--- src/hw/rtl/bst_pkg.sv ---
// Package for the byte stream tokenizer: token and scan mode codes,
// character classification and the records passed between the stages.
// No dependencies.
package bst_pkg;

    typedef enum logic [3:0] {
        KIND_EOF    = 4'd0,
        KIND_IDENT  = 4'd1,
        KIND_NUMBER = 4'd2,
        KIND_LPAREN = 4'd3,
        KIND_RPAREN = 4'd4,
        KIND_COMMA  = 4'd5,
        KIND_ASSIGN = 4'd6,
        KIND_SEMI   = 4'd7,
        KIND_ERROR  = 4'd8
    } kind_t;

    typedef enum logic [2:0] {
        MODE_IDLE  = 3'd0,
        MODE_IDENT = 3'd1,
        MODE_DEC   = 3'd2,
        MODE_ZERO  = 3'd3,
        MODE_HEX   = 3'd4
    } mode_t;

    localparam logic [15:0] LEN_MAX = 16'hFFFF;
    localparam logic [3:0]  HEX_LETTER_BIAS = 4'd9;  // 'a'/'A' low nibble 1 -> 10

    localparam logic [7:0] CH_END    = 8'h00;
    localparam logic [7:0] CH_TAB    = 8'h09;
    localparam logic [7:0] CH_LF     = 8'h0A;
    localparam logic [7:0] CH_CR     = 8'h0D;
    localparam logic [7:0] CH_SPACE  = 8'h20;
    localparam logic [7:0] CH_LPAREN = 8'h28;
    localparam logic [7:0] CH_RPAREN = 8'h29;
    localparam logic [7:0] CH_COMMA  = 8'h2C;
    localparam logic [7:0] CH_ZERO   = 8'h30;
    localparam logic [7:0] CH_NINE   = 8'h39;
    localparam logic [7:0] CH_SEMI   = 8'h3B;
    localparam logic [7:0] CH_ASSIGN = 8'h3D;
    localparam logic [7:0] CH_UA     = 8'h41;
    localparam logic [7:0] CH_UF     = 8'h46;
    localparam logic [7:0] CH_UX     = 8'h58;
    localparam logic [7:0] CH_UZ     = 8'h5A;
    localparam logic [7:0] CH_USCORE = 8'h5F;
    localparam logic [7:0] CH_LA     = 8'h61;
    localparam logic [7:0] CH_LF_HEX = 8'h66;
    localparam logic [7:0] CH_LX     = 8'h78;
    localparam logic [7:0] CH_LZ     = 8'h7A;

    localparam int QUEUE_DEPTH    = 2;
    localparam int QUEUE_PTR_BITS = $clog2(QUEUE_DEPTH);
    localparam int QUEUE_CNT_BITS = $clog2(QUEUE_DEPTH + 1);

    typedef struct packed {
        logic       is_end;
        logic       is_space;
        logic       is_word_lead;
        logic       is_dec;
        logic       is_zero;
        logic       is_x;
        logic       is_hex;
        logic [3:0] nibble;
        kind_t      single_kind;
    } char_info_t;

    typedef struct packed {
        kind_t       kind;
        logic [15:0] start;
        logic [15:0] length;
        logic [31:0] value;
        logic        last;
    } token_t;

    function automatic char_info_t classify(logic [7:0] b);
        char_info_t c;
        logic       upper;
        logic       lower;
        logic       hex_letter;
        upper = (b >= CH_UA) && (b <= CH_UZ);
        lower = (b >= CH_LA) && (b <= CH_LZ);
        hex_letter = ((b >= CH_UA) && (b <= CH_UF)) || ((b >= CH_LA) && (b <= CH_LF_HEX));
        c.is_end       = (b == CH_END);
        c.is_space     = (b == CH_SPACE) || (b == CH_TAB) || (b == CH_CR) || (b == CH_LF);
        c.is_word_lead = upper || lower || (b == CH_USCORE);
        c.is_dec       = (b >= CH_ZERO) && (b <= CH_NINE);
        c.is_zero      = (b == CH_ZERO);
        c.is_x         = (b == CH_LX) || (b == CH_UX);
        c.is_hex       = c.is_dec || hex_letter;
        c.nibble       = hex_letter ? (b[3:0] + HEX_LETTER_BIAS) : b[3:0];
        unique case (b)
            CH_LPAREN: c.single_kind = KIND_LPAREN;
            CH_RPAREN: c.single_kind = KIND_RPAREN;
            CH_COMMA:  c.single_kind = KIND_COMMA;
            CH_ASSIGN: c.single_kind = KIND_ASSIGN;
            CH_SEMI:   c.single_kind = KIND_SEMI;
            default:   c.single_kind = KIND_ERROR;
        endcase
        return c;
    endfunction

endpackage

--- src/hw/rtl/bst_if.sv ---
// Valid/ready channel interfaces for the tokenizer: source bytes in,
// tokens out. No dependencies.
interface bst_char_if;
    logic       valid;
    logic       ready;
    logic [7:0] char_byte;

    modport source (output valid, output char_byte, input ready);
    modport sink   (input valid, input char_byte, output ready);
endinterface

interface bst_token_if;
    logic        valid;
    logic        ready;
    logic [3:0]  token_kind;
    logic [15:0] token_start;
    logic [15:0] token_length;
    logic [31:0] token_value;
    logic        last_of_run;

    modport source (output valid, output token_kind, output token_start,
                    output token_length, output token_value, output last_of_run,
                    input ready);
    modport sink   (input valid, input token_kind, input token_start,
                    input token_length, input token_value, input last_of_run,
                    output ready);
endinterface

--- src/hw/rtl/bst_front.sv ---
// Front stage: accepts source bytes and registers their character class.
// Depends on bst_pkg and bst_if.
module bst_front (
    input  logic               clk,
    input  logic               rst_n,
    bst_char_if.sink           chars,
    output logic               push_valid,
    input  logic               push_ready,
    output bst_pkg::char_info_t push_data
);
    import bst_pkg::*;

    logic       valid_reg;
    char_info_t info_reg;

    assign chars.ready = !valid_reg || push_ready;
    assign push_valid  = valid_reg;
    assign push_data   = info_reg;

    always_ff @(posedge clk or negedge rst_n)
    begin
        if (!rst_n)
        begin
            valid_reg <= 1'b0;
        end
        else if (chars.ready)
        begin
            valid_reg <= chars.valid;
        end
    end

    always_ff @(posedge clk)
    begin
        if (chars.valid && chars.ready)
        begin
            info_reg <= classify(chars.char_byte);
        end
    end

endmodule

--- src/hw/rtl/bst_fifo.sv ---
// Short queue of classified bytes between the front and the scanner.
// Depends on bst_pkg.
module bst_fifo (
    input  logic                clk,
    input  logic                rst_n,
    input  logic                push_valid,
    output logic                push_ready,
    input  bst_pkg::char_info_t push_data,
    output logic                pop_valid,
    input  logic                pop_ready,
    output bst_pkg::char_info_t pop_data
);
    import bst_pkg::*;

    char_info_t                entry_reg [QUEUE_DEPTH];
    logic [QUEUE_PTR_BITS-1:0] wr_ptr_reg;
    logic [QUEUE_PTR_BITS-1:0] rd_ptr_reg;
    logic [QUEUE_CNT_BITS-1:0] count_reg;
    logic                      do_push;
    logic                      do_pop;

    assign push_ready = (count_reg != QUEUE_CNT_BITS'(QUEUE_DEPTH));
    assign pop_valid  = (count_reg != '0);
    assign pop_data   = entry_reg[rd_ptr_reg];
    assign do_push    = push_valid && push_ready;
    assign do_pop     = pop_valid && pop_ready;

    function automatic logic [QUEUE_PTR_BITS-1:0] bump(logic [QUEUE_PTR_BITS-1:0] p);
        return (p == QUEUE_PTR_BITS'(QUEUE_DEPTH - 1)) ? '0 : p + QUEUE_PTR_BITS'(1);
    endfunction

    always_ff @(posedge clk or negedge rst_n)
    begin
        if (!rst_n)
        begin
            wr_ptr_reg <= '0;
            rd_ptr_reg <= '0;
            count_reg  <= '0;
        end
        else
        begin
            if (do_push)
            begin
                wr_ptr_reg <= bump(wr_ptr_reg);
            end
            if (do_pop)
            begin
                rd_ptr_reg <= bump(rd_ptr_reg);
            end
            if (do_push && !do_pop)
            begin
                count_reg <= count_reg + QUEUE_CNT_BITS'(1);
            end
            else if (do_pop && !do_push)
            begin
                count_reg <= count_reg - QUEUE_CNT_BITS'(1);
            end
        end
    end

    always_ff @(posedge clk)
    begin
        if (do_push)
        begin
            entry_reg[wr_ptr_reg] <= push_data;
        end
    end

endmodule

--- src/hw/rtl/bst_back.sv ---
// Scanner: runs the token state machine on classified bytes and drives the
// token channel through an output register plus a slot for a second token.
// Depends on bst_pkg and bst_if.
module bst_back #(
    parameter int POSITION_BITS = 16
) (
    input  logic                clk,
    input  logic                rst_n,
    input  logic                q_valid,
    output logic                q_ready,
    input  bst_pkg::char_info_t q_data,
    bst_token_if.source         tokens
);
    import bst_pkg::*;

    mode_t                    mode_reg,   mode_next;
    logic [POSITION_BITS-1:0] pos_reg,    pos_next;
    logic [POSITION_BITS-1:0] pstart_reg, pstart_next;
    logic [15:0]              plen_reg,   plen_next;
    logic [31:0]              pval_reg,   pval_next;

    logic   out_valid_reg;
    token_t out_reg;
    logic   second_valid_reg;
    token_t second_reg;

    token_t      tok_a;
    token_t      tok_b;
    logic        have_a;
    logic        have_b;
    logic        absorb;
    logic        active;
    mode_t       ext_mode;
    logic [31:0] ext_val;
    logic [31:0] dec_val;
    logic [31:0] hex_val;
    logic        out_free;
    logic        take;

    // times ten as shift-and-add
    assign dec_val = (pval_reg << 3) + (pval_reg << 1) + 32'(q_data.nibble);
    assign hex_val = {pval_reg[27:0], q_data.nibble};

    always_comb
    begin
        mode_next   = mode_reg;
        pos_next    = pos_reg;
        pstart_next = pstart_reg;
        plen_next   = plen_reg;
        pval_next   = pval_reg;
        tok_a       = '0;
        tok_b       = '0;
        have_a      = 1'b0;
        have_b      = 1'b0;
        absorb      = 1'b0;
        active      = 1'b0;
        ext_mode    = mode_reg;
        ext_val     = pval_reg;

        unique case (mode_reg)
            MODE_IDENT:
            begin
                active = 1'b1;
                absorb = q_data.is_word_lead || q_data.is_dec;
            end
            MODE_DEC:
            begin
                active  = 1'b1;
                absorb  = q_data.is_dec;
                ext_val = dec_val;
            end
            MODE_ZERO:
            begin
                active   = 1'b1;
                absorb   = q_data.is_x || q_data.is_dec;
                ext_mode = q_data.is_x ? MODE_HEX : MODE_DEC;
                ext_val  = q_data.is_x ? pval_reg : dec_val;
            end
            MODE_HEX:
            begin
                active  = 1'b1;
                absorb  = q_data.is_hex;
                ext_val = hex_val;
            end
            default:
            begin
                active = 1'b0;
            end
        endcase

        if (absorb)
        begin
            mode_next = ext_mode;
            pval_next = ext_val;
            plen_next = (plen_reg == LEN_MAX) ? plen_reg : plen_reg + 16'd1;
            pos_next  = pos_reg + POSITION_BITS'(1);
        end
        else
        begin
            if (active)
            begin
                have_a       = 1'b1;
                tok_a.kind   = (mode_reg == MODE_IDENT) ? KIND_IDENT : KIND_NUMBER;
                tok_a.start  = 16'(pstart_reg);
                tok_a.length = plen_reg;
                tok_a.value  = (mode_reg == MODE_IDENT) ? 32'd0 : pval_reg;
            end
            mode_next = MODE_IDLE;

            if (q_data.is_end)
            begin
                have_b       = 1'b1;
                tok_b.kind   = KIND_EOF;
                tok_b.start  = 16'(pos_reg);
                tok_b.length = 16'd0;
                pos_next     = '0;
            end
            else if (q_data.is_space)
            begin
                pos_next = pos_reg + POSITION_BITS'(1);
            end
            else if (q_data.is_word_lead || q_data.is_dec)
            begin
                pstart_next = pos_reg;
                plen_next   = 16'd1;
                if (q_data.is_word_lead)
                begin
                    mode_next = MODE_IDENT;
                    pval_next = 32'd0;
                end
                else
                begin
                    mode_next = q_data.is_zero ? MODE_ZERO : MODE_DEC;
                    pval_next = 32'(q_data.nibble);
                end
                pos_next = pos_reg + POSITION_BITS'(1);
            end
            else
            begin
                have_b       = 1'b1;
                tok_b.kind   = q_data.single_kind;
                tok_b.start  = 16'(pos_reg);
                tok_b.length = 16'd1;
                pos_next     = pos_reg + POSITION_BITS'(1);
            end
        end

        tok_a.last = !have_b;
        tok_b.last = 1'b1;
    end

    assign out_free = !out_valid_reg || tokens.ready;
    assign take     = q_valid && !second_valid_reg && out_free;
    assign q_ready  = take;

    always_ff @(posedge clk or negedge rst_n)
    begin
        if (!rst_n)
        begin
            mode_reg         <= MODE_IDLE;
            pos_reg          <= '0;
            pstart_reg       <= '0;
            plen_reg         <= '0;
            pval_reg         <= '0;
            out_valid_reg    <= 1'b0;
            second_valid_reg <= 1'b0;
        end
        else
        begin
            if (take)
            begin
                mode_reg   <= mode_next;
                pos_reg    <= pos_next;
                pstart_reg <= pstart_next;
                plen_reg   <= plen_next;
                pval_reg   <= pval_next;
            end
            if (out_free)
            begin
                if (second_valid_reg)
                begin
                    out_valid_reg    <= 1'b1;
                    second_valid_reg <= 1'b0;
                end
                else
                begin
                    out_valid_reg    <= take && (have_a || have_b);
                    second_valid_reg <= take && have_a && have_b;
                end
            end
        end
    end

    always_ff @(posedge clk)
    begin
        if (out_free)
        begin
            if (second_valid_reg)
            begin
                out_reg <= second_reg;
            end
            else if (take)
            begin
                out_reg    <= have_a ? tok_a : tok_b;
                second_reg <= tok_b;
            end
        end
    end

    assign tokens.valid        = out_valid_reg;
    assign tokens.token_kind   = out_reg.kind;
    assign tokens.token_start  = out_reg.start;
    assign tokens.token_length = out_reg.length;
    assign tokens.token_value  = out_reg.value;
    assign tokens.last_of_run  = out_reg.last;

endmodule

--- src/hw/rtl/byte_stream_tokenizer_core.sv ---
// Byte stream tokenizer top level: front classifier, short queue, scanner.
// The front stage registers a byte's class, the short queue holds it and the
// scanner registers its tokens, a second one held in a slot until the first is taken.
// Throughput: one byte per cycle while the token channel accepts; a byte that closes
// a token and also emits one of its own stalls the scanner until its second token moves to the output register.
// Reset: asynchronous, clears all control and scan state (position 0, idle).
// Depends on bst_pkg, bst_if, bst_front, bst_fifo and bst_back.
module byte_stream_tokenizer_core #(
    parameter int POSITION_BITS = 16
) (
    input  logic        clk,
    input  logic        rst_n,
    bst_char_if.sink    chars,
    bst_token_if.source tokens
);
    import bst_pkg::*;

    logic       push_valid;
    logic       push_ready;
    char_info_t push_data;
    logic       pop_valid;
    logic       pop_ready;
    char_info_t pop_data;

    bst_front u_front (
        .clk        (clk),
        .rst_n      (rst_n),
        .chars      (chars),
        .push_valid (push_valid),
        .push_ready (push_ready),
        .push_data  (push_data)
    );

    bst_fifo u_fifo (
        .clk        (clk),
        .rst_n      (rst_n),
        .push_valid (push_valid),
        .push_ready (push_ready),
        .push_data  (push_data),
        .pop_valid  (pop_valid),
        .pop_ready  (pop_ready),
        .pop_data   (pop_data)
    );

    bst_back #(
        .POSITION_BITS (POSITION_BITS)
    ) u_back (
        .clk     (clk),
        .rst_n   (rst_n),
        .q_valid (pop_valid),
        .q_ready (pop_ready),
        .q_data  (pop_data),
        .tokens  (tokens)
    );

endmodule

--- src/flat_wrapper.sv ---
// flat-port wrapper written by rule: the top's interface ports become plain ports
module byte_stream_tokenizer_core_flat import bst_pkg::*;
#(
    parameter int POSITION_BITS = 16
)
  (clk, rst_n, chars_valid, chars_char_byte, chars_ready, tokens_valid, tokens_token_kind, tokens_token_start, tokens_token_length, tokens_token_value, tokens_last_of_run, tokens_ready);
  bst_char_if chars_i ();
  bst_token_if tokens_i ();
  input  logic clk;
  input  logic rst_n;
  input wire logic [$bits(chars_i.valid)-1:0] chars_valid;
  input wire logic [$bits(chars_i.char_byte)-1:0] chars_char_byte;
  output wire logic [$bits(chars_i.ready)-1:0] chars_ready;
  output wire logic [$bits(tokens_i.valid)-1:0] tokens_valid;
  output wire logic [$bits(tokens_i.token_kind)-1:0] tokens_token_kind;
  output wire logic [$bits(tokens_i.token_start)-1:0] tokens_token_start;
  output wire logic [$bits(tokens_i.token_length)-1:0] tokens_token_length;
  output wire logic [$bits(tokens_i.token_value)-1:0] tokens_token_value;
  output wire logic [$bits(tokens_i.last_of_run)-1:0] tokens_last_of_run;
  input wire logic [$bits(tokens_i.ready)-1:0] tokens_ready;
  assign chars_i.valid = chars_valid;
  assign chars_i.char_byte = chars_char_byte;
  assign chars_ready = chars_i.ready;
  assign tokens_valid = tokens_i.valid;
  assign tokens_token_kind = tokens_i.token_kind;
  assign tokens_token_start = tokens_i.token_start;
  assign tokens_token_length = tokens_i.token_length;
  assign tokens_token_value = tokens_i.token_value;
  assign tokens_last_of_run = tokens_i.last_of_run;
  assign tokens_i.ready = tokens_ready;
  byte_stream_tokenizer_core #(.POSITION_BITS(POSITION_BITS)) u_core (.clk(clk), .rst_n(rst_n), .chars(chars_i), .tokens(tokens_i));
endmodule
--- config.mk ---
export PLATFORM = sky130hd
export DESIGN_NAME = byte_stream_tokenizer_core_flat
export DESIGN_NICKNAME = d
export VERILOG_FILES = /design/src/hw/rtl/bst_pkg.sv /design/src/hw/rtl/bst_if.sv /design/src/hw/rtl/bst_front.sv /design/src/hw/rtl/bst_fifo.sv /design/src/hw/rtl/bst_back.sv /design/src/hw/rtl/byte_stream_tokenizer_core.sv /design/src/flat_wrapper.sv
export SDC_FILE = /design/constraint.sdc
export NUM_CORES = 1
export LEC_CHECK = 0
export ABC_AREA = 1
export BUFFER_PORTS_ARGS = -buffer_cell sky130_fd_sc_hd__buf_2
export CORE_UTILIZATION = 56
export DETAILED_ROUTE_END_ITERATION = 7
export PLACE_DENSITY = 0.77
export SLEW_MARGIN = 20
export SYNTH_ARGS = -nofsm -noshare
export SYNTH_HDL_FRONTEND = slang
export SYNTH_SLANG_ARGS = --single-unit
--- constraint.sdc ---
create_clock -name clk -period 6.1 [get_ports clk]
set_input_delay 0.61 -clock clk [delete_from_list [all_inputs] [get_ports clk]]
set_output_delay 0.61 -clock clk [all_outputs]
set_load 0.01 [all_outputs]
==> out/qor.yml <==
placed_design:
  dpl.hpwl_um: 21600
  gp_congestion: 0.924
  placedCellCount: 1883
  io_buffers: 82
  placed_cell_area_mm2: 0.0135
  post-place-ws_ns: 2.73
synthesis:
  async_reset_ff_share_pct: 40.0
  synth_top_area_cell: "edfxtp_1"
  ys_seq_area_share_pct: 48.9
  ys_top_cells_by_count: "457 x nand2_1, 236 x inv_1, 156 x nor2_1"
  yosys-top-cells-area: "edfxtp_1 31%, dfrtp_1 17%, nand2_1 13%, inv_1 6.9%, ha_1 6.4%"
  ys_types: 55
  synth_edf_count: 135
  synth_seq_cells: 225
  synth.most_common_cell: "nand2_1"
  ys_warn_count: 0
  syn-cell-area_mm2: 0.0129
  syn-num-nets: 1625
  synth_flop_cell: "edfxtp_1"
  synth.top_cell.area_share_pct: 31.4
  synth.avg_cell_area_um2: 8.35
  synthCells: 1545
detailed_routing:
  initialDrtViolationCount: 691
  dr.pass1.iters: 6
  wirelength_um: 29600
  drc_errors: 0
  vias_per_cell: 5.37
  avgRoutedWirePerCell_um: 15.4
  antenna_left: 0
  vias: 10300
sta:
  timing.final.hold_violations: 0
  rsz0062_at_grt: "false"
  tightest_slew_ns: 1.03
  timing.final.max_slew_violations: 0
  fin_ws_ns: 2.73
  slew_headroom_pct: 30.8
  fin_hold_ws_ns: 0.103
  fin_crit_ns: 3.37
  setup_violations: 0
  tns_ns: 0
  final.setup_skew_ns: 0.0120
  fin_crit_sh_pct: 55.3
  max_freq_ghz: 0.297
die:
  die_w_um: 154
  rows: 55
  dieArea_mm2: 0.0237
  core_area_mm2: 0.0226
  die_h_um: 154
  initial_core_util_pct: 57.0
  ios: 83
power_and_ir_drop:
  p_leak_nw: 6.88
  total_power_mw: 6.40
  ir_drop_mv: 0.326
  powerDensity_mw_per_mm2: 452
cts:
  cts_setup_buffers: 0
  htree_levels: 1
  path_clk_slew_ns: 0.06
  tritoncts: "built"
  cts.path.max_buffers: 3
  clock-root-buffer: "clkbuf_16"
  cts_resized: 0
  cts_buffers: 23
  clkSinkCount: 225
  clk_latency_ns: 0.51
  hold_buffers: 0
setup_path:
  path_buf_inv: 1
  required_ns: 6.48
  worstSetupPathType: "reg2reg"
  endpoint_kind: "flip-flop"
  cp_slowest_stage_delay_ns: 0.75
  cp-start-kind: "flip-flop"
  crit_arrival_ns: 3.76
  cp_top_family: "adder cells"
  cp_cell_sequence: "mux2i_1, fa_1, inv_1, fa_1, nand3_1, nand3_1, nand2_1, nand2_1, or2_2, nand3_1, o21ai_0, nand2_1, o21ai_0"
  critical_path_peak_fanout: 17
  critPathSlowestCell: "dfrtp_1"
worst_hold_path:
  hp-class: "in2async"
cells_and_area:
  drive_gt1_share_pct: 11.2
  area_growth_pct: 9.76
  utilization_pct: 62.6
  design_area_mm2: 0.0142
  layout.nets: 1703
  fillCellCount: 1949
  num_antenna_cells: 0
  stdcell_count: 1924
global_routing:
  grt_pass1_vias: 9812
  antenna_found_initial: 0
  track_usage_pct: 25.5
  grt_pass1_wl_um: 48500
  globalRouteOverflowTotal: 0
  grt_max_degree: 49
flow_run:
  cap_violations: 0
run_status:
  outcome: "completed"
==> final cells by class <==
type	count	area (um^2)	share of cell area, %
Multi-Input combinational cell	1039	5450	38.5
Clock buffer	32	619	4.37
Sequential cell	225	6310	44.5
Clock inverter	9	45.0	0.318
Timing Repair Buffer	88	458	3.23
Inverter	246	926	6.54
Tap cell	285	357	2.52
==> cell families after synthesis <==
| family | Yosys count | share of synthesized area [%] |
|---|---|---|
| simple gates | 793 | 26.4 |
| buf+inv | 281 | 9.02 |
| flops | 225 | 48.9 |
| compound gates | 147 | 6.80 |
| fa+ha+maj | 68 | 6.71 |
| xor+xnor | 27 | 1.83 |
| mux | 4 | 0.339 |
==> layout by cell type, fill, tap and decap left out, types with 3 or more instances in the layout <==
cell type,count
nand4_1,14
mux2i_1,3
clkinv_1,4
or2_2,4
buf_2,81
dfrtp_1,90
nor3_1,20
nand2_1,456
edfxtp_1,135
o22ai_1,10
o211ai_1,20
nor2_1,154
nor2_4,3
nand2_2,10
clkbuf_16,23
o21ai_1,31
buf_4,7
o21ai_2,5
inv_1,235
ha_1,66
nand3b_1,7
nor4_1,4
a31oi_1,3
clkinv_2,6
clkbuf_1,8
inv_2,8
o21ai_0,37
xnor2_1,6
xor2_1,21
a21oi_1,26
nand2_4,6
nand3_1,91
nor2_2,14
==> worst reg2reg max path, stage by stage (launching register included) <==
cell and delay, ns:
dfrtp_1 0.75, mux2i_1 0.24, fa_1 0.53, inv_1 0.08, fa_1 0.49, nand3_1 0.12
nand3_1 0.19, nand2_1 0.12, nand2_1 0.11, or2_2 0.29, nand3_1 0.06, o21ai_0 0.12
nand2_1 0.09, o21ai_0 0.07
==> power breakdown <==
part | internal, mW | switching, mW | total, mW
Combinational | 0.761 | 1.80 | 2.56
Sequential | 2.28 | 0.292 | 2.58
Clock | 0.708 | 0.560 | 1.27
Total | 3.75 | 2.65 | 6.40
==> worst paths after layout <==
path / startpoint / to / slack, ns / cells past startpoint
min: rst_n / u_core.u_back.plen_reg[12]$_DFFE_PN0P_ / 0.10 / 1
max in group asynchronous: rst_n / u_core.u_back.pval_reg[6]$_DFFE_PN0P_ / 4.90 / 2
min reg2reg: u_core.u_front.push_data[4]$_DFFE_PP_ / u_core.u_fifo.entry_reg[1][4]$_DFFE_PP_ / 0.45 / 0
max reg2reg: u_core.u_fifo.rd_ptr_reg$_DFFE_PN0P_ / u_core.u_back.pval_reg[10]$_DFFE_PN0P_ / 2.73 / 13
max: u_core.u_fifo.rd_ptr_reg$_DFFE_PN0P_ / u_core.u_back.pval_reg[10]$_DFFE_PN0P_ / 2.73 / 13
min in group clk: chars_valid / u_core.u_front.push_valid$_DFFE_PN0N_ / 0.32 / 3
==> layer usage <==
| layer | vias to the layer above | track usage [%] | wire length, um |
|---|---|---|---|
| met2 | 320 | 43.6 | 14200 |
| met1 | 4816 | 34.4 | 13200 |
| met5 | - | 0 | 0 |
| li1 | 5150 | - | - |
| met3 | 55 | 3.07 | 1430 |
| met4 | 0 | 7.19 | 731 |
No activity file was read; power rests on OpenSTA's default activity.
